===== config.mk =====
export PLATFORM = sky130hd
export DESIGN_NAME = sps_front
export DESIGN_NICKNAME = d
export VERILOG_FILES = /design/src/rtl/sps_pkg.sv /design/src/rtl/sps_front.sv
export SDC_FILE = /design/constraint.sdc
export NUM_CORES = 1
export LEC_CHECK = 0
export BUFFER_PORTS_ARGS = -buffer_cell sky130_fd_sc_hd__buf_2
export CELL_PAD_IN_SITES_DETAIL_PLACEMENT = 2
export CELL_PAD_IN_SITES_GLOBAL_PLACEMENT = 2
export CORE_AREA = 5 5 246 248
export DETAILED_ROUTE_END_ITERATION = 8
export DIE_AREA = 0 0 251 253
export GPL_TIMING_DRIVEN = 0
export PLACE_DENSITY = 0.84
export SLEW_MARGIN = 20
export SYNTH_ARGS = -nofsm -noshare
export SYNTH_HDL_FRONTEND = slang
export SYNTH_SLANG_ARGS = --single-unit

===== constraint.sdc =====
create_clock -name clk -period 13.8 [get_ports clk]
set_input_delay 2.76 -clock clk [delete_from_list [all_inputs] [get_ports clk]]
set_output_delay 2.76 -clock clk [all_outputs]
set_load 0.05 [all_outputs]

===== src/rtl/sps_pkg.sv =====
// ----------------------------------------------------------------------------
// sps_pkg: shared types and helpers for the spring leg stance derivative unit
// Item, result and register layouts, plus saturating fixed point helpers.
// ----------------------------------------------------------------------------
package sps_pkg;

	localparam int DATA_W        = 32;
	localparam int FRAC_BITS_DEF = 16;
	localparam int CFG_IDX_W     = 3;

	typedef enum logic [CFG_IDX_W-1:0] {
		REG_STIFFNESS,
		REG_REST_LENGTH,
		REG_INVERSE_MASS,
		REG_GRAVITY,
		REG_FOOT_X,
		REG_FOOT_Z,
		REG_TOUCHDOWN_HEIGHT
	} cfg_reg_t;

	typedef struct packed {
		logic signed [DATA_W-1:0] pos_x;
		logic signed [DATA_W-1:0] pos_y;
		logic signed [DATA_W-1:0] pos_z;
		logic signed [DATA_W-1:0] vel_x;
		logic signed [DATA_W-1:0] vel_y;
		logic signed [DATA_W-1:0] vel_z;
	} item_t;

	typedef struct packed {
		logic signed [DATA_W-1:0] dpos_x;
		logic signed [DATA_W-1:0] dpos_y;
		logic signed [DATA_W-1:0] dpos_z;
		logic signed [DATA_W-1:0] accel_x;
		logic signed [DATA_W-1:0] accel_y;
		logic signed [DATA_W-1:0] accel_z;
		logic signed [DATA_W-1:0] touchdown_margin;
	} result_t;

	typedef struct packed {
		logic [DATA_W-2:0]        stiffness;
		logic [DATA_W-2:0]        rest_length;
		logic [DATA_W-2:0]        inverse_mass;
		logic signed [DATA_W-1:0] gravity;
		logic signed [DATA_W-1:0] foot_x;
		logic signed [DATA_W-1:0] foot_z;
		logic signed [DATA_W-1:0] touchdown_height;
	} cfg_t;

	typedef struct packed {
		logic signed [DATA_W-1:0] vel_x;
		logic signed [DATA_W-1:0] vel_y;
		logic signed [DATA_W-1:0] vel_z;
		logic signed [DATA_W-1:0] margin;
	} pass_t;

	// neg and mag lanes: 0 = x, 1 = y, 2 = z
	typedef struct packed {
		pass_t             pass;
		logic [2:0]        neg;
		logic [DATA_W-1:0] mag_z;
		logic [DATA_W-1:0] mag_y;
		logic [DATA_W-1:0] mag_x;
	} front_rec_t;

	function automatic logic signed [DATA_W-1:0] sat_sub(
		input logic signed [DATA_W-1:0] a,
		input logic signed [DATA_W-1:0] b
	);
		logic signed [DATA_W:0] d;
		d = {a[DATA_W-1], a} - {b[DATA_W-1], b};
		if (d[DATA_W] != d[DATA_W-1]) begin
			sat_sub = d[DATA_W] ? {1'b1, {(DATA_W-1){1'b0}}} : {1'b0, {(DATA_W-1){1'b1}}};
		end else begin
			sat_sub = d[DATA_W-1:0];
		end
	endfunction

	function automatic logic [DATA_W-1:0] magnitude(input logic signed [DATA_W-1:0] v);
		magnitude = v[DATA_W-1] ? (~v + DATA_W'(1)) : v;
	endfunction

endpackage


===== src/rtl/sps_front.sv =====
// ----------------------------------------------------------------------------
// sps_front: item intake
// Leg vector relative to the stance foot, sign and magnitude per axis,
// touchdown margin; one register stage ahead of the work queue.
// ----------------------------------------------------------------------------
module sps_front (
	input  logic                   clk,
	input  logic                   arst_n,
	input  logic                   push,
	output logic                   full,
	input  sps_pkg::item_t         item,
	input  sps_pkg::cfg_t          cfg,
	input  logic                   rec_full,
	output logic                   rec_valid,
	output sps_pkg::front_rec_t    rec
);
	import sps_pkg::*;

	logic                     valid_s1;
	front_rec_t               rec_s1;
	front_rec_t               rec_d;
	logic                     accept;
	logic signed [DATA_W-1:0] xr;
	logic signed [DATA_W-1:0] zr;

	assign full   = valid_s1 && rec_full;
	assign accept = push && !full;

	always_comb begin
		xr               = sat_sub(item.pos_x, cfg.foot_x);
		zr               = sat_sub(item.pos_z, cfg.foot_z);
		rec_d.pass.vel_x = item.vel_x;
		rec_d.pass.vel_y = item.vel_y;
		rec_d.pass.vel_z = item.vel_z;
		rec_d.pass.margin = sat_sub(cfg.touchdown_height, item.pos_y);
		rec_d.neg        = {zr[DATA_W-1], item.pos_y[DATA_W-1], xr[DATA_W-1]};
		rec_d.mag_x      = magnitude(xr);
		rec_d.mag_y      = magnitude(item.pos_y);
		rec_d.mag_z      = magnitude(zr);
	end

	always_ff @(posedge clk or negedge arst_n) begin
		if (!arst_n) begin
			valid_s1 <= 1'b0;
		end else begin
			valid_s1 <= accept || (valid_s1 && rec_full);
		end
	end

	always_ff @(posedge clk) begin
		if (accept) begin
			rec_s1 <= rec_d;
		end
	end

	assign rec_valid = valid_s1;
	assign rec       = rec_s1;

endmodule


==> impl_metrics.yaml, run 1 <==
worst_setup_path:
  worstSetupEndpointType: "flip-flop"
  crit_family: "compound AO/OA/AOI/OAI gates"
  regToRegEndpoint: "rec[64]$_DFFE_PP_"
  crit_top_cell: "clkbuf_1"
  worstPathMaxFanout: 10
  reg2reg_depth: 6
  max_stage_delay_ns: 0.87
  slowest_stage: "a2111oi_1"
  crit_type: "in2reg"
  path_buf_inv: 6
  r2r_slack_ns: 11.52
  required_ns: 14.09
  crit_arrival_ns: 10.51
  cp-start-kind: "primary input"
  startpoint: "item[168]"
  r2r_start: "rec_valid$_DFF_PN0_"
worst_hold_path:
  min_path_cells: 2
  hold_path.class: "reg2reg"
  min_from: "rec_valid$_DFF_PN0_"
  whs_endpoint: "rec_valid$_DFF_PN0_"
synth:
  synthArstFlopShare_pct: 0.439
  synthFlopType: "edfxtp_1"
  synth.ff_latch_count: 228
  synth_edf_count: 227
  seq_area_frac_synth_pct: 43.7
  yosys_warnings: 0
  synth_nets: 2133
  ys_types: 83
  avgSynthCellArea_um2: 9.71
  synthCells: 1610
  synth_area_um2: 15600
routing:
  drt_iter0_drc: 753
  drc: 0
  drtAntennaViolNets: 0
  detail_route.wl_per_cell_um: 23.6
  first_pass_iters: 4
  wl_um: 70200
  avgViaCountPerCell: 5.16
  num_vias: 15370
sta:
  relSlewSlack_pct: 28.8
  fmax_mhz: 97.8
  clock_skew_ns: 0.00984
  setup-violations-final: 0
  worst_pin_slew_ns: 1.06
  slew_violations: 0
  fin_crit_sh_pct: 74.1
  hold_violations: 0
  final.setup.tns_ns: 0
  grt_setup_unrepaired: "no"
  fin_crit_ns: 10.22
clocking:
  clockBufferDepth: 3
  clock_latency_ns: 0.58
  path_clk_slew_ns: 0.06
  cts_buffers: 29
  cts_resized: 0
  cts_tree: "built"
  cts_root_buffer: "clkbuf_16"
  htree_num_levels: 1
  post_cts_buffers: 0
  clock_sinks: 228
  hold_buffers: 0
global_route:
  grt_overflow_total: 0
  grt_max_degree: 30
  track_usage_pct: 20.7
  grt_pass1_vias: 17014
  grt_antenna_before_repair: 13
  grt_first_pass_wirelength_um: 104000
power:
  p_leak_nw: 8.95
  power_density_nw_per_um2: 156
  ir_worst_vdd_v: 0.0000832
layout:
  final_nets: 2695
  postLayoutCellArea_um2: 20500
  fill_cells: 6512
  mostFrequentLayoutCells: "525 x buf_2, 227 x edfxtp_1, 141 x a21oi_1, 129 x inv_1, 119 x nand2_1"
  syn_to_final_growth_pct: 31.0
  final_common_cell: "buf_2"
  multi_input_area_um2: 8140
  drive_above_1_share_pct: 28.2
  seqCellArea_um2: 6840
floorplanning:
  io_pins: 646
  die_area_um2: 63500
  core-area_um2: 58200
  die_y_um: 253
  num_rows: 89
  initial_core_util_pct: 26.9
  die_x_um: 251
place:
  place_congestion: 0.901
  dpl.hpwl_um: 58000
  port-buffer-count: 520
  placed_area_um2: 19500
flow_run:
  drv_cap: 0
status:
  outcome: "finished clean"
-- stage by stage --
| step | cells | hold WS (ns) | worst slack [ns] | power [mW] | utilization, % |
|---|---|---|---|---|---|
| 3_5_place_dp | 2914 | 0.790 | 3.09 | 2.40 | 33.4 |
| 2_1_floorplan | 1610 | 1.37 | 4.27 | 1.94 | - |
| 5_1_grt | 2972 | 0.811 | 3.13 | 3.35 | 35.1 |
| 3_3_place_gp | 2903 | 0.728 | 1.70 | 2.34 | 33.0 |
| 4_1_cts | 2966 | 0.788 | 3.68 | 3.21 | 35.1 |
| 6_report | 2977 | 0.771 | 3.58 | 3.19 | 35.2 |
-- logic make-up after synthesis --
family,share of synthesized area (%)
mux,1.14
simple gates,14.5
buf+inv,4.36
compound gates,20.2
xor+xnor,7.11
fa+ha+maj,8.88
flops,43.7
-- flip-flops by register name (all words and copies together), names as in the netlist --
register   count
rec          227
rec_valid      1
-- final cells by class --
type                    count  area share (%)
inverters                 129            2.36
clock buffers              32            3.60
repair buffers            531            13.9
diodes                     11           0.134
clock inverters            20            1.16
multi-input cells        1204            39.7
well taps                 773            4.72
flip-flops and latches    228            33.4
plain buffers              49           0.965
-- worst max path at each step --
stage | slack [ns] | cells after the start | to
final | 3.58 | 25 | rec[30]$_DFFE_PP_
after global routing | 3.13 | 26 | rec[30]$_DFFE_PP_
after CTS | 3.68 | 26 | rec[26]$_DFFE_PP_
after detailed placement | 3.09 | 26 | rec[26]$_DFFE_PP_
after global placement | 1.70 | 3 | rec[64]$_DFFE_PP_
after floorplan | 4.27 | 2 | rec[0]$_DFFE_PP_
-- worst register-to-register path, stage by stage (launching register included) --
cell	delay, ns
dfrtp_1	0.41
and2_1	0.22
nor2b_4	0.50
buf_16	0.25
buf_12	0.19
buf_12	0.21
buf_16	0.19
-- cells in the mapped netlist (9+ instances only) --
| library cell | count | area (um2) |
|---|---|---|
| a211o_1 | 10 | 87.6 |
| a211oi_1 | 10 | 75.1 |
| a21o_1 | 53 | 398 |
| a21oi_1 | 141 | 706 |
| a31oi_1 | 13 | 81.3 |
| and2_1 | 12 | 75.1 |
| and3_1 | 16 | 100 |
| clkbuf_1 | 40 | 150 |
| edfxtp_1 | 227 | 6820 |
| ha_1 | 103 | 1290 |
| inv_1 | 129 | 484 |
| mux2i_1 | 11 | 110 |
| nand2_1 | 119 | 447 |
| nand2b_1 | 11 | 68.8 |
| nand3_1 | 20 | 100 |
| nand4_1 | 27 | 169 |
| nor2_1 | 114 | 428 |
| nor2b_1 | 21 | 131 |
| nor3_1 | 52 | 260 |
| nor4_1 | 9 | 56.3 |
| o211ai_1 | 11 | 82.6 |
| o21a_1 | 26 | 195 |
| o21ai_0 | 92 | 460 |
| o21ai_1 | 27 | 135 |
| o21bai_1 | 10 | 75.1 |
| o31ai_1 | 22 | 165 |
| or2_2 | 9 | 56.3 |
| or3_1 | 12 | 75.1 |
| xnor2_1 | 89 | 780 |
| xor2_1 | 38 | 333 |
-- metal layers --
metal	vias up	wire [um]	GRT usage, %
met1	7651	26900	23.4
met5	-	27	0
met2	478	35700	38.0
met4	4	3090	8.22
li1	7118	-	-
met3	119	4510	4.47
-- power breakdown --
part / total, mW / switching, mW / internal [mW]
Combinational: 1.45 / 1.03 / 0.416
Sequential: 0.949 / 0.0335 / 0.915
Clock: 0.789 / 0.326 / 0.463
Total: 3.19 / 1.39 / 1.79
No activity file was read; power rests on OpenSTA's default activity.
==> inputs of run 2 (changes only) <==
--- a/config.mk
+++ b/config.mk
@@ -5,14 +5,15 @@
 export SDC_FILE = /design/constraint.sdc
 export NUM_CORES = 1
 export LEC_CHECK = 0
+export ABC_AREA = 1
 export BUFFER_PORTS_ARGS = -buffer_cell sky130_fd_sc_hd__buf_2
 export CELL_PAD_IN_SITES_DETAIL_PLACEMENT = 2
 export CELL_PAD_IN_SITES_GLOBAL_PLACEMENT = 2
-export CORE_AREA = 5 5 246 248
+export CORE_MARGIN = 5
+export CORE_UTILIZATION = 27
 export DETAILED_ROUTE_END_ITERATION = 8
-export DIE_AREA = 0 0 251 253
 export GPL_TIMING_DRIVEN = 0
-export PLACE_DENSITY = 0.84
+export PLACE_DENSITY = 0.87
 export SLEW_MARGIN = 20
 export SYNTH_ARGS = -nofsm -noshare
 export SYNTH_HDL_FRONTEND = slang
==> constraint.sdc (replaced) <==
create_clock -name clk -period 10.71 [get_ports clk]
set_input_delay 2.142 -clock clk [delete_from_list [all_inputs] [get_ports clk]]
set_output_delay 2.142 -clock clk [all_outputs]
set_load 0.05 [all_outputs]
==> impl_metrics.yaml, run 2 <==
global_route:
  grt_first_pass_wirelength_um: 122000
  grt_overflow_total: 0
  grt.busiest_layer: "met2"
  use_met1_pct: 24.8
  grt_antenna_before_repair: 9
  use_met2_pct: 41.2
  grt_max_degree: 30
  track_usage_pct: 21.9
  grt_pass1_vias: 20601
  grt_use_met3_pct: 3.90
clocking:
  clock_sinks: 228
  clock_latency_ns: 0.57
  post_cts_buffers: 0
  cts_resized: 0
  cts_buffers: 27
  clockBufferDepth: 3
  cts_root_buffer: "clkbuf_16"
  hold_buffers: 0
  path_clk_slew_ns: 0.06
  cts_tree: "built"
  htree_num_levels: 1
synth:
  synthArstFlopShare_pct: 0.439
  synth.area.top_cells: "edfxtp_1 39%, nand2_1 17%, inv_1 9.7%"
  synth_most_common_cell: "nand2_1"
  synth_common_cells: "811 x nand2_1, 458 x inv_1, 227 x edfxtp_1"
  synth_edf_count: 227
  seq_area_frac_synth_pct: 38.8
  synth_area_um2: 17600
  synth_top_family_by_area: "simple AND/OR/NAND/NOR gates"
  synthXorXnorAreaFrac_pct: 4.67
  avgSynthCellArea_um2: 7.25
  synth_nets: 2957
  muxShareOfSynthArea_pct: 0
  yosys.area_share.adder_pct: 7.64
  synth_compound_area_share_pct: 5.99
  synth.ff_latch_count: 228
  ys_types: 48
  synthFlopType: "edfxtp_1"
  synthCells: 2434
  synth-simple-area-share_pct: 31.7
  yosysTopAreaCell: "edfxtp_1"
  synth_top_cell_area_share_pct: 38.6
  yosys_warnings: 0
sta:
  slew_violations: 0
  grt_setup_unrepaired: "no"
  worst_pin_slew_ns: 0.993
  clock_skew_ns: 0.00880
  fmax_mhz: 148
  setup-violations-final: 0
  fin_crit_sh_pct: 63.0
  fin_crit_ns: 6.74
  final.setup.tns_ns: 0
  holdWs_ns: 0.521
  setup_ws_ns: 3.97
  relSlewSlack_pct: 33.8
  hold_violations: 0
floorplanning:
  die_area_um2: 70600
  io_pins: 646
  initial_core_util_pct: 27.3
  die_y_um: 266
  die_x_um: 266
  num_rows: 93
  core-area_um2: 64600
worst_setup_path:
  max_stage_delay_ns: 0.52
  slowest_stage: "clkbuf_1"
  worstSetupEndpointType: "flip-flop"
  worstPathMaxFanout: 10
  crit_top_cell: "nand2_1"
  crit_family: "simple AND/OR/NAND/NOR gates"
  r2r_start: "rec_valid$_DFF_PN0_"
  startpoint: "item[162]"
  required_ns: 11.01
  cp-start-kind: "primary input"
  crit_type: "in2reg"
  path_buf_inv: 6
  crit_arrival_ns: 7.05
layout:
  final_common_cell: "nand2_1"
  final_nets: 3516
  syn_to_final_growth_pct: 27.6
  layoutNonFillerInstCount: 3876
  mostFrequentLayoutCells: "811 x nand2_1, 533 x buf_2, 458 x inv_1, 227 x edfxtp_1, 204 x nor2_1"
  drive_above_1_share_pct: 22.6
  largest_reg_flops: 227
routing:
  drc: 0
  avgViaCountPerCell: 4.79
  wl_um: 81700
  drt_iter0_drc: 775
  drtAntennaViolNets: 0
  first_pass_iters: 5
  num_vias: 18557
  detail_route.wl_per_cell_um: 21.1
place:
  place_congestion: 0.882
  port-buffer-count: 520
  dpl.hpwl_um: 68000
  pre_cts_ws_ns: 3.45
  placedCellCount: 3819
power:
  p_leak_nw: 11.9
  p_sw_share_pct: 46.9
  p_int_mw: 2.29
  comb_power_share_pct: 48.4
  pwr-share-seq_pct: 28.4
  power.switching_mw: 2.02
  power_density_nw_per_um2: 191
  clkPwrFrac_pct: 23.2
  ir_worst_vdd_v: 0.000115
flow_run:
  drv_cap: 0
status:
  outcome: "finished clean"
worst_hold_path:
  min_from: "rec_valid$_DFF_PN0_"
  hold_path.class: "reg2reg"
[run 2: cell count changes in the layout (fill, tap and decap cells not counted), moves of 22 or more]
cell / before / now
xor2_1: 38 / 74
nand2_1: 119 / 811
nand2_2: 0 / 22
a21oi_1: 141 / 87
nor2_1: 114 / 204
nand3_1: 20 / 164
o21ai_0: 92 / 39
xnor2_1: 89 / 20
nor3_1: 52 / 14
a21o_1: 53 / 6
clkbuf_1: 43 / 18
o21a_1: 26 / 2
inv_1: 129 / 458
[run 2: area by class of cell]
cell class / count / area [um2]
Antenna cell: 7 / 17.5
Buffer: 34 / 199
Clock buffer: 30 / 687
Clock inverter: 20 / 245
Fill cell: 7729 / 42100
Inverter: 473 / 1780
Multi-Input combinational cell: 1699 / 8830
Sequential cell: 228 / 6840
Tap cell: 855 / 1070
Timing Repair Buffer: 530 / 2840
[run 2: worst paths after layout]
| kind | to | slack, ns | depth (start not counted) |
|---|---|---|---|
| worst max register to register | rec[94]$_DFFE_PP_ | 8.50 | 8 |
| worst min-delay path | rec_valid$_DFF_PN0_ | 0.52 | 2 |
| max in group asynchronous | rec_valid$_DFF_PN0_ | 9.30 | 1 |
| worst max-delay path | rec[14]$_DFFE_PP_ | 3.97 | 29 |
| worst min register to register | rec_valid$_DFF_PN0_ | 0.52 | 2 |
| min in group asynchronous | rec_valid$_DFF_PN0_ | 1.33 | 1 |
[run 2: logic make-up (layout without fill, tap and decap cells)]
logic type	count (synthesis)	count (layout)
fa+ha+maj	106	106
simple gates	1315	1315
xor+xnor	94	94
flops	228	228
other cells	0	7
compound gates	184	184
buf+inv	507	1087
[run 2: worst reg2reg max path, delay by kind of cell (launching register included)]
family,cells,cell delay [ns]
buf+inv,6,1.10
simple gates,2,0.44
flops,1,0.37
[run 2: metrics by stage]
stage	instance area [um2]	total power, mW	utilization, %
floorplan	17600	2.63	-
global placement	21300	3.23	33.0
detailed placement	21600	3.31	33.4
CTS	22500	4.35	34.8
global route	22500	4.56	34.9
finish	22500	4.31	34.9
[run 2: power by group through the flow]
stage	sequential, mW	clock, mW	combinational [mW]
4_1_cts	1.23	1.03	2.09
5_1_grt	1.23	1.07	2.26
2_1_floorplan	1.63	0	0.996
3_5_place_dp	1.24	0	2.07
3_3_place_gp	1.24	0	1.98
6_report	1.22	0.999	2.09
[run 2: metal layers]
metal,wire [um],up-vias
li1,-,8827
met2,42100,487
met1,31800,9095
met4,3290,4
met3,4490,144
met5,27,-
