`config.mk`:
```
export PLATFORM = sky130hd
export DESIGN_NAME = sps_fifo
export DESIGN_NICKNAME = d
export VERILOG_FILES = /design/src/rtl/sps_fifo.sv
export SDC_FILE = /design/constraint.sdc
export NUM_CORES = 1
export LEC_CHECK = 0
export ABC_AREA = 1
export BUFFER_PORTS_ARGS = -buffer_cell sky130_fd_sc_hd__buf_2
export CORE_MARGIN = 5
export CORE_UTILIZATION = 53
export CTS_BUF_LIST = sky130_fd_sc_hd__clkbuf_4 sky130_fd_sc_hd__clkbuf_8 sky130_fd_sc_hd__clkbuf_16
export CTS_CLUSTER_DIAMETER = 150
export DETAILED_ROUTE_END_ITERATION = 6
export PLACE_DENSITY = 0.8
export REMOVE_ABC_BUFFERS = 1
export SYNTH_ARGS = -nofsm -noshare
export SYNTH_HDL_FRONTEND = slang
export SYNTH_SLANG_ARGS = --single-unit
```
`constraint.sdc`:
```
create_clock -name clk -period 2.7 [get_ports clk]
set_clock_uncertainty 0.15 [all_clocks]
set_input_delay 0.81 -clock clk [delete_from_list [all_inputs] [get_ports clk]]
set_output_delay 0.81 -clock clk [all_outputs]
set_load 0.02 [all_outputs]
```
`src/rtl/sps_fifo.sv`:
```
// ----------------------------------------------------------------------------
// sps_fifo: small register queue
// Power of two depth, head shown on rdata while empty is low.
// ----------------------------------------------------------------------------
module sps_fifo #(
	parameter int WIDTH = 8,
	parameter int DEPTH = 2
) (
	input  logic             clk,
	input  logic             arst_n,
	input  logic             push,
	input  logic [WIDTH-1:0] wdata,
	output logic             full,
	input  logic             pop,
	output logic [WIDTH-1:0] rdata,
	output logic             empty
);
	localparam int AW = (DEPTH > 1) ? $clog2(DEPTH) : 1;

	logic [WIDTH-1:0] mem_q [DEPTH];
	logic [AW-1:0]    wr_q;
	logic [AW-1:0]    rd_q;
	logic [AW:0]      cnt_q;
	logic             do_push;
	logic             do_pop;

	assign full    = cnt_q == (AW+1)'(DEPTH);
	assign empty   = cnt_q == '0;
	assign do_push = push && !full;
	assign do_pop  = pop && !empty;
	assign rdata   = mem_q[rd_q];

	always_ff @(posedge clk or negedge arst_n) begin
		if (!arst_n) begin
			wr_q  <= '0;
			rd_q  <= '0;
			cnt_q <= '0;
		end else begin
			if (do_push) begin
				wr_q <= wr_q + AW'(1);
			end
			if (do_pop) begin
				rd_q <= rd_q + AW'(1);
			end
			case ({do_push, do_pop})
				2'b10: begin
					cnt_q <= cnt_q + (AW+1)'(1);
				end
				2'b01: begin
					cnt_q <= cnt_q - (AW+1)'(1);
				end
				default: begin
					cnt_q <= cnt_q;
				end
			endcase
		end
	end

	always_ff @(posedge clk) begin
		if (do_push) begin
			mem_q[wr_q] <= wdata;
		end
	end

endmodule

```
==> results.yml, run 1 <==
global_route:
  grt_overflow: 0
  antenna_found_initial: 0
  first_global_vias: 559
  grt_max_degree: 12
  grt_pass1_wl_mm: 2.42
  groute.usage.overall_pct: 12.6
floorplan:
  die-area_um2: 2430
  initial_core_util_pct: 54.9
  die_w_um: 49.3
  ios: 22
  coreArea_um2: 1490
  rows: 14
  die_y_um: 49.3
timing:
  fin_ws_ps: 443
  max_freq_mhz: 443
  worst_slew_pin_slew_ps: 679
  setup_tns_ps: 0
  slew_headroom_pct: 54.6
  slew_violations: 0
  timing.final.crit_share_pct: 83.6
  rsz0062_at_grt: "no"
  layout_min_cycle_time_ps: 2260
  final-setup-viol-count: 0
  finalHoldViolations: 0
route:
  wl_per_cell_um: 12.1
  dr_total_vias: 565
  drtIter0Drc: 6
  route.detailed.drc: 0
  ant_nets: 0
  routed_wl_mm: 1.38
  drt_pre_antenna_iters: 2
  via_per_inst: 4.96
critical_path:
  start_kind: "flop"
  cp.arrival_ps: 1300
  path_max_fanout: 10
  cpMaxStageDelayCell: "dfrtp_1"
  required_ps: 1740
  worstSetupPathType: "reg -> out"
  end_kind: "primary output"
  cp_common_cell: "nand2_1"
  crit_chain: "inv_2, nand2_1, nand2_1, buf_2"
  max_stage_delay_ps: 550
run_status:
  outcome: "completed"
synth:
  yosysTopAreaCell: "edfxtp_1"
  ys.flop_type: "edfxtp_1"
  yosys_warnings: 0
  ys_top_cells_by_count: "32 x nand2_1, 16 x edfxtp_1, 7 x inv_1, 4 x dfrtp_1"
  syn-cell-area_um2: 817
  ys_ff_latch: 20
  synth_area_leaders: "edfxtp_1 59%, nand2_1 15%, dfrtp_1 12%"
  synth_top_cell_area_share_pct: 58.8
  synthDistinctLibCells: 14
  async_flop_share_pct: 20.0
  synth-edff-count: 16
  syn_avg_cell_area_um2: 11.0
  syn-instance-count: 74
  seq_area_frac_synth_pct: 71.1
  yosysMostFrequentCell: "nand2_1"
place:
  dpl_worst_slack_ps: 636
  gp_congestion: 0.696
  place_hpwl_mm: 1.06
  port-buffer-count: 21
cts:
  ctsHoldBuffers: 0
  clk_latency_ps: 290
  cts.sinks: 20
  root_buffer: "clkbuf_4"
  htree_levels: 1
  clock_path_buffers: 2
  ctsResizeCount: 0
  path_clk_slew_ps: 110
  cts_buffers: 3
  cts_tree: "yes"
  post-cts-setup-buffers: 0
flow_run:
  maxCapViolCount: 0
finish:
  nets: 112
  seq_area_um2: 581
  multiInputGateArea_um2: 194
  fillers: 126
  drive_gt1_share_pct: 31.6
  antenna_cells: 0
  area_delta_synth_final_pct: 17.9
power_and_ir_drop:
  pwr-share-seq_pct: 45.5
  intPower_uw: 624
  p_per_area_nw_per_um2: 1110
  power_switching_uw: 441
  pwr-share-clk_pct: 13.0
  leakage_uw: 0.000471
  vdd_ir_drop_max_uv: 594
  switching_share_pct: 41.4
  combPwrFrac_pct: 41.5
worst_hold_path:
  hp-class: "in -> async"
-- registers in the layout, summed over array words and instances (netlist names) --
register / count
mem_q: 16
rd_q: 1
wr_q: 1
cnt_q: 2
-- worst max-delay path: cells and delay by family (launching register included) --
kind / cells / cell delay, ps
flops: 1 / 550
simple gates: 2 / 140
buf+inv: 2 / 320
-- worst paths after layout --
| kind | end | slack, ps | cells after the start | startpoint |
|---|---|---|---|---|
| setup / recovery | rdata[0] | 440 | 4 | rd_q |
| hold / removal | wr_q | 150 | 1 | arst_n |
| setup reg to reg | mem_q[1][6] | 1010 | 3 | cnt_q[1] |
| hold reg to reg | cnt_q[1] | 350 | 2 | cnt_q[1] |
| max in group asynchronous | rd_q | 2120 | 1 | arst_n |
| min in group clk | cnt_q[1] | 350 | 2 | cnt_q[1] |
-- layout by cell type (no fill, tap or decap) --
| cell type | n |
|---|---|
| o21ai_2 | 1 |
| edfxtp_1 | 16 |
| nor2_2 | 1 |
| clkbuf_4 | 3 |
| buf_2 | 21 |
| nand3_1 | 3 |
| nor2_1 | 1 |
| nand2_2 | 2 |
| dfrtp_1 | 4 |
| ha_1 | 1 |
| clkinv_1 | 1 |
| nand2_1 | 32 |
| xnor2_1 | 1 |
| inv_2 | 3 |
| nand4_1 | 1 |
| inv_1 | 7 |
-- cell families (layout without fill, tap and decap cells) --
group / count (synthesis) / count (layout) / synth area share [%]
compound gates: 1 / 1 / 1.07
xor+xnor: 1 / 1 / 1.07
fa+ha+maj: 1 / 1 / 1.53
buf+inv: 11 / 35 / 5.21
flops: 20 / 20 / 71.1
simple gates: 40 / 40 / 20.1
-- metrics by stage --
step / cells / cell area [um2] / hold slack [ps] / util, % / power (uW)
after global routing: 114 / 963 / 135 / 64.7 / 1150
final: 114 / 963 / 152 / 64.7 / 1070
after detailed placement: 110 / 937 / 324 / 62.9 / 940
after global placement: 110 / 937 / 307 / 62.9 / 917
after floorplan: 73 / 812 / 292 / - / 794
after CTS: 114 / 963 / 147 / 64.7 / 1070
-- metal layers --
metal  GRT usage, %  wire (um)  vias up
met4           4.04          0        0
li1               -          -      286
met5              0          0        -
met3           3.67         83        0
met2           20.4        709       13
met1           16.1        589      266
-- power by group through the flow --
| stage | combinational [uW] | clock, uW | sequential, uW |
|---|---|---|---|
| global placement | 429 | 0 | 488 |
| floorplan | 317 | 0 | 478 |
| detailed placement | 448 | 0 | 492 |
| CTS | 447 | 142 | 485 |
| finish | 442 | 139 | 484 |
| global route | 496 | 160 | 494 |
-- final cells by class --
class / count / area share [%]
Sequential cell: 20 / 60.3
Multi-Input combinational cell: 43 / 20.1
Timing Repair Buffer: 21 / 10.9
Inverter: 10 / 3.90
Clock buffer: 3 / 2.34
Tap cell: 16 / 2.08
Clock inverter: 1 / 0.390
Note: power is estimated with default switching activity, not from simulation.
==> run 2: changes to the inputs <==
- ABC_AREA: 1 -> 0
- CORE_UTILIZATION: 53 -> 43
- PLACE_DENSITY: 0.8 -> 0.71
- clock period: 2.7 -> 1.8 ns (I/O delays scaled with it)
==> run 2 against run 1 <==
  * The run now ends with setup timing left
  * Routed wire length decreased by 12%
  * Via count decreased by 22%
  * Die area increased by 13%
  * Power increased by 68%
  * Final area increased by 11%
  * Worst setup slack got worse by 610 ps
  * Register-to-register slack got worse by 720 ps
  * Critical path depth decreased by 1
  * Sequential cell count unchanged
  * Sequential share of layout area decreased by 5.6 points
  * Non-clock buffer count increased by 7
  * Core utilization decreased by 2.2 points
  * Largest cell class unchanged
==> results.yml, run 2 <==
finish:
  reg_top3: "mem_q (16), cnt_q (2)"
  fin_util_pct: 62.5
  drive_gt1_share_pct: 58.1
  area_delta_synth_final_pct: 38.2
  final_common_cell: "edfxtp_1"
  largest_register: "mem_q"
  antenna_cells: 0
  final_cell_mix: "16 x edfxtp_1, 11 x buf_2, 11 x buf_6"
  nets: 88
  largest_reg_flops: 16
cts:
  path_clk_slew_ps: 110
  cts_buffers: 3
  cts_tree: "yes"
  cts.sinks: 20
  htree_levels: 1
  clock_path_buffers: 2
  root_buffer: "clkbuf_4"
  clk_latency_ps: 290
global_route:
  antenna_found_initial: 0
  grt_overflow: 0
  grt_max_degree: 12
  first_global_vias: 481
  groute.usage.overall_pct: 10.5
  grt_pass1_wl_mm: 2.06
run_status:
  violations: "setup timing"
  outcome: "finished, violations left"
place:
  place_hpwl_um: 873
  gp_congestion: 0.659
  port-buffer-count: 21
  dpl_worst_slack_ps: 16.6
floorplan:
  rows: 15
  die_w_um: 52.4
  die-area_um2: 2740
  die_y_um: 52.4
  coreArea_um2: 1710
  ios: 22
  initial_core_util_pct: 45.2
synth:
  syn-cell-area_um2: 772
  synth_area_leaders: "edfxtp_1 62%, dfrtp_1 13%, mux2_2 12%"
  yosys_warnings: 0
  ys_top_cells_by_count: "16 x edfxtp_1, 8 x mux2_2, 4 x dfrtp_1, 3 x nor2_1, 3 x xnor2_1"
  synth-edff-count: 16
  ys.flop_type: "edfxtp_1"
  synthDistinctLibCells: 13
  yosysMostFrequentCell: "edfxtp_1"
  syn_avg_cell_area_um2: 18.0
  seq_area_frac_synth_pct: 75.2
  syn-instance-count: 43
  synth_fa_ha_area_share_pct: 1.62
  yosysTopAreaCell: "edfxtp_1"
  async_flop_share_pct: 20.0
  synth_compound_area_share_pct: 0
  synth_top_family_by_area: "multiplexers"
  synth_top_cell_area_share_pct: 62.2
  synth-xor-area-share_pct: 5.67
  yosys.area_share.simple_pct: 4.70
  synthMuxAreaShare_pct: 11.7
  ys_ff_latch: 20
critical_path:
  start_kind: "flop"
  path_max_fanout: 5
  cp.arrival_ps: 1270
  end_kind: "primary output"
  worstSetupPathType: "reg -> out"
  required_ps: 1110
worst_hold_path:
  hp-class: "in -> reg"
route:
  dr_total_vias: 441
  via_per_inst: 4.45
  wl_per_cell_um: 12.3
  route.detailed.drc: 0
  routed_wl_mm: 1.22
  drtIter0Drc: 4
  drt_pre_antenna_iters: 3
  ant_nets: 0
timing:
  worst_slew_pin_slew_ps: 383
  finalHoldViolations: 0
  max_freq_mhz: 509
  layout_min_cycle_time_ps: 1960
  slew_headroom_pct: 74.5
  timing.final.crit_share_pct: 109
  slew_violations: 0
  fin_ws_ps: -164
  rsz0062_at_grt: "yes"
  whs_ps: 282
  final-setup-viol-count: 8
power_and_ir_drop:
  leakage_uw: 0.000441
  p_per_area_nw_per_um2: 1670
  vdd_ir_drop_max_uv: 833
  pwr-share-seq_pct: 40.2
  power_switching_uw: 581
  intPower_uw: 1210
  combPwrFrac_pct: 48.3
  pwr-share-clk_pct: 11.5
  switching_share_pct: 32.5
flow_run:
  maxCapViolCount: 0
## run 2: cell count changes in the layout (fill, tap and decap cells not counted), sizes merged, moves of 2 or more
| cell | delta |
|---|---|
| xor2 | +2 |
| xnor2 | +2 |
| buf | +6 |
| inv | -9 |
| nand3 | -3 |
| nand2 | -33 |
| mux2 | +8 |
## run 2: final timing paths
| kind | from | to | slack [ps] | cells after the start |
|---|---|---|---|---|
| worst max register to register | cnt_q[0] | mem_q[0][2] | 290 | 4 |
| worst min-delay path | wdata[3] | mem_q[0][3] | 280 | 1 |
| worst min register to register | wr_q | wr_q | 350 | 1 |
| min in group asynchronous | arst_n | wr_q | 420 | 2 |
| max in group asynchronous | arst_n | rd_q | 940 | 2 |
| worst max-delay path | rd_q | rdata[1] | -160 | 3 |
## run 2: cell type report
| type | instances | area (um2) |
|---|---|---|
| Clock inverter | 1 | 3.75 |
| Clock buffer | 3 | 22.5 |
| Tap cell | 25 | 31.3 |
| Fill cell | 127 | 641 |
| Inverter | 1 | 3.75 |
| Multi-Input combinational cell | 21 | 196 |
| Timing Repair Buffer | 28 | 226 |
| Sequential cell | 20 | 583 |
## run 2: through the flow
stage,area [um2],std cells,total power (uW),TNS (ps)
after global routing,1070,99,1890,-1590
after floorplan,767,42,1140,0
after CTS,1040,99,1750,-1260
final,1070,99,1790,-1220
after global placement,911,89,1310,0
after detailed placement,911,89,1320,0
## run 2: what timing repair did
action | 4_1_cts | 5_1_grt
gates resized for setup | 21 | 7
hold buffers | 1 | 0
buffers inserted | 5 | 0
endpoints found under the setup margin | 9 | 10
endpoints found under the hold margin | 4 | 0
## run 2: power by group through the flow
stage | registers [uW] | logic (uW) | clock network (uW)
after floorplan | 724 | 416 | 0
after global placement | 743 | 568 | 0
after detailed placement | 746 | 576 | 0
after CTS | 704 | 831 | 210
after global routing | 732 | 929 | 232
final | 719 | 863 | 205
## run 2: cell families after synthesis
group         Yosys count
xor+xnor                5
fa+ha+maj               1
buf+inv                 2
flops                  20
mux                     8
simple gates            7
## run 2: routing by layer
metal,GRT usage (%),vias up,part of all wire (%)
met2,18.0,11,53
met5,0,-,0
li1,-,217,-
met4,3.83,0,0
met3,3.99,0,6.4
met1,11.6,213,40
## run 2: critical path, stage by stage (launching register included)
cell,delay (ps)
dfrtp_2,430
buf_6,140
mux2_4,290
buf_6,130
==> run 3: changes to the inputs <==
- BUFFER_PORTS_ARGS: -buffer_cell sky130_fd_sc_hd__buf_2 -> default
- CORE_UTILIZATION: 43 -> 52
- DONT_BUFFER_PORTS: default -> 1
- PLACE_DENSITY: 0.71 -> 0.7
==> run 3 against run 2 <==
  * The run still ends with setup timing left
  * Worst hold slack worse by 90 ps
  * Clock-buffer cell count is 1 higher
  * Via count shrank 7.3%
  * Non-clock buffer count decreased by 22
  * Clock power is 7% higher
  * Sequential share of layout area grew 9.6 points
  * Final area shrank 15%
  * Worst setup slack gained 95 ps
==> results.yml, run 3 (synthesized netlist as in run 2, its figures left out) <==
critical_path:
  crit_chain: "buf_6, mux2_4"
  path_max_fanout: 5
  start_kind: "flop"
  r2r_slack_ps: 210
  worstSetupPathType: "reg -> out"
  required_ps: 1110
  max_stage_delay_ps: 420
  rr_worst_depth: 5
  timing.rr.start: "cnt_q[0]"
  end_kind: "primary output"
  cp.arrival_ps: 1180
  cpMaxStageDelayCell: "dfrtp_2"
  worstReg2RegEnd: "cnt_q[1]"
timing:
  whs_ps: 192
  slew_violations: 0
  final-setup-viol-count: 8
  fin_ws_ps: -69.1
  setup_tns_ps: -501
  max_freq_mhz: 535
  slew_headroom_pct: 75.4
  timing.final.crit_share_pct: 104
  worst_slew_pin_slew_ps: 369
  finalHoldViolations: 0
  rsz0062_at_grt: "yes"
  layout_min_cycle_time_ps: 1870
route:
  wl_per_cell_um: 18.2
  drt_pre_antenna_iters: 4
  route.detailed.drc: 0
  via_per_inst: 6.01
  drtIter0Drc: 19
  ant_nets: 0
  routed_wl_mm: 1.24
  dr_total_vias: 409
floorplan:
  rows: 14
  die-area_um2: 2360
  die_y_um: 48.5
  ios: 22
  initial_core_util_pct: 53.1
  die_w_um: 48.5
  coreArea_um2: 1450
worst_hold_path:
  hp-class: "in -> reg"
  holdPathEnd: "mem_q[0][1]"
  whs_path_depth: 0
  min_from: "wdata[1]"
finish:
  antenna_cells: 0
  seq_area_um2: 583
  final_cells: 68
  largest_reg_flops: 16
  fillers: 115
  design_area_um2: 907
  drive_gt1_share_pct: 42.3
  final_cell_mix: "16 x edfxtp_1, 8 x mux2_4, 4 x clkbuf_4"
  final_common_cell: "edfxtp_1"
  multiInputGateArea_um2: 215
  largest_register: "mem_q"
  area_delta_synth_final_pct: 17.5
  nets: 66
  reg_top3: "mem_q (16), cnt_q (2)"
cts:
  clk_latency_ps: 280
  root_buffer: "clkbuf_4"
  clock_path_buffers: 2
  cts_buffers: 3
  htree_levels: 1
  cts.sinks: 20
  cts_tree: "yes"
  path_clk_slew_ps: 100
global_route:
  grt_overflow: 0
  groute.usage.overall_pct: 10.4
  grt_max_degree: 12
  grt_pass1_wl_mm: 1.94
  first_global_vias: 393
  antenna_found_initial: 0
power_and_ir_drop:
  leakage_uw: 0.000359
  vdd_ir_drop_max_uv: 942
  p_per_area_nw_per_um2: 1790
place:
  dpl_worst_slack_ps: 128
  port-buffer-count: 0
  placedCellCount: 60
  place_area_um2: 802
  gp_congestion: 0.730
  place_hpwl_um: 869
run_status:
  violations: "setup timing"
  outcome: "finished, violations left"
flow_run:
  maxCapViolCount: 0
==> run 3: cell count changes in the layout (fill, tap and decap cells not counted), sizes merged <==
cell    previous run  this run
clkinv             1         0
buf               27         5
clkbuf             3         4
==> run 3: cell type report <==
type | instances | share of cell area (%)
sequential | 20 | 64.3
multi-input combinational | 21 | 23.7
timing repair buffer | 6 | 6.07
clock buffer | 4 | 3.31
tap | 16 | 2.21
inverter | 1 | 0.414
==> run 3: where the power goes <==
group	internal, uW	leakage, uW	switching, uW
logic	310	0.000147	361
clock network	101	0.0000184	118
registers	652	0.000193	78.4
total	1060	0.000359	558
==> run 3: routing by layer <==
metal | part of all wire (%) | vias to the layer above | track usage, %
met4 | 0.40 | 0 | 2.69
met3 | 8.2 | 2 | 4.29
met1 | 36 | 208 | 12.4
li1 | - | 173 | -
met2 | 55 | 26 | 17.4
met5 | 0 | - | 0
==> run 3: through the flow <==
step           power (uW)  util (%)
3_3_place_gp         1220      55.2
2_1_floorplan        1140         -
3_5_place_dp         1250      55.2
5_1_grt              1690      62.4
4_1_cts              1610      62.1
6_report             1620      62.4
==> run 3: critical path: cells and delay by family, from the launching register on <==
family	cells	cell delay [ps]
multiplexers	1	340
flip-flops	1	420
buffers and inverters	1	140
==> run 3: repair_timing <==
item / CTS / global route
endpoints found under the hold margin: 4 / 0
resized for setup: 13 / 3
hold buffers: 1 / 0
endpoints found under the setup margin: 8 / 10
buffers inserted: 3 / 0
==> run 3: worst max path at each step <==
stage	start	to	slack (ps)	cells after the start
2_1_floorplan	cnt_q[0]	cnt_q[1]	140	5
3_3_place_gp	rd_q	rdata[0]	120	1
3_5_place_dp	rd_q	rdata[6]	130	1
4_1_cts	rd_q	rdata[6]	-60	2
5_1_grt	rd_q	rdata[6]	-100	2
6_report	rd_q	rdata[6]	-70	2
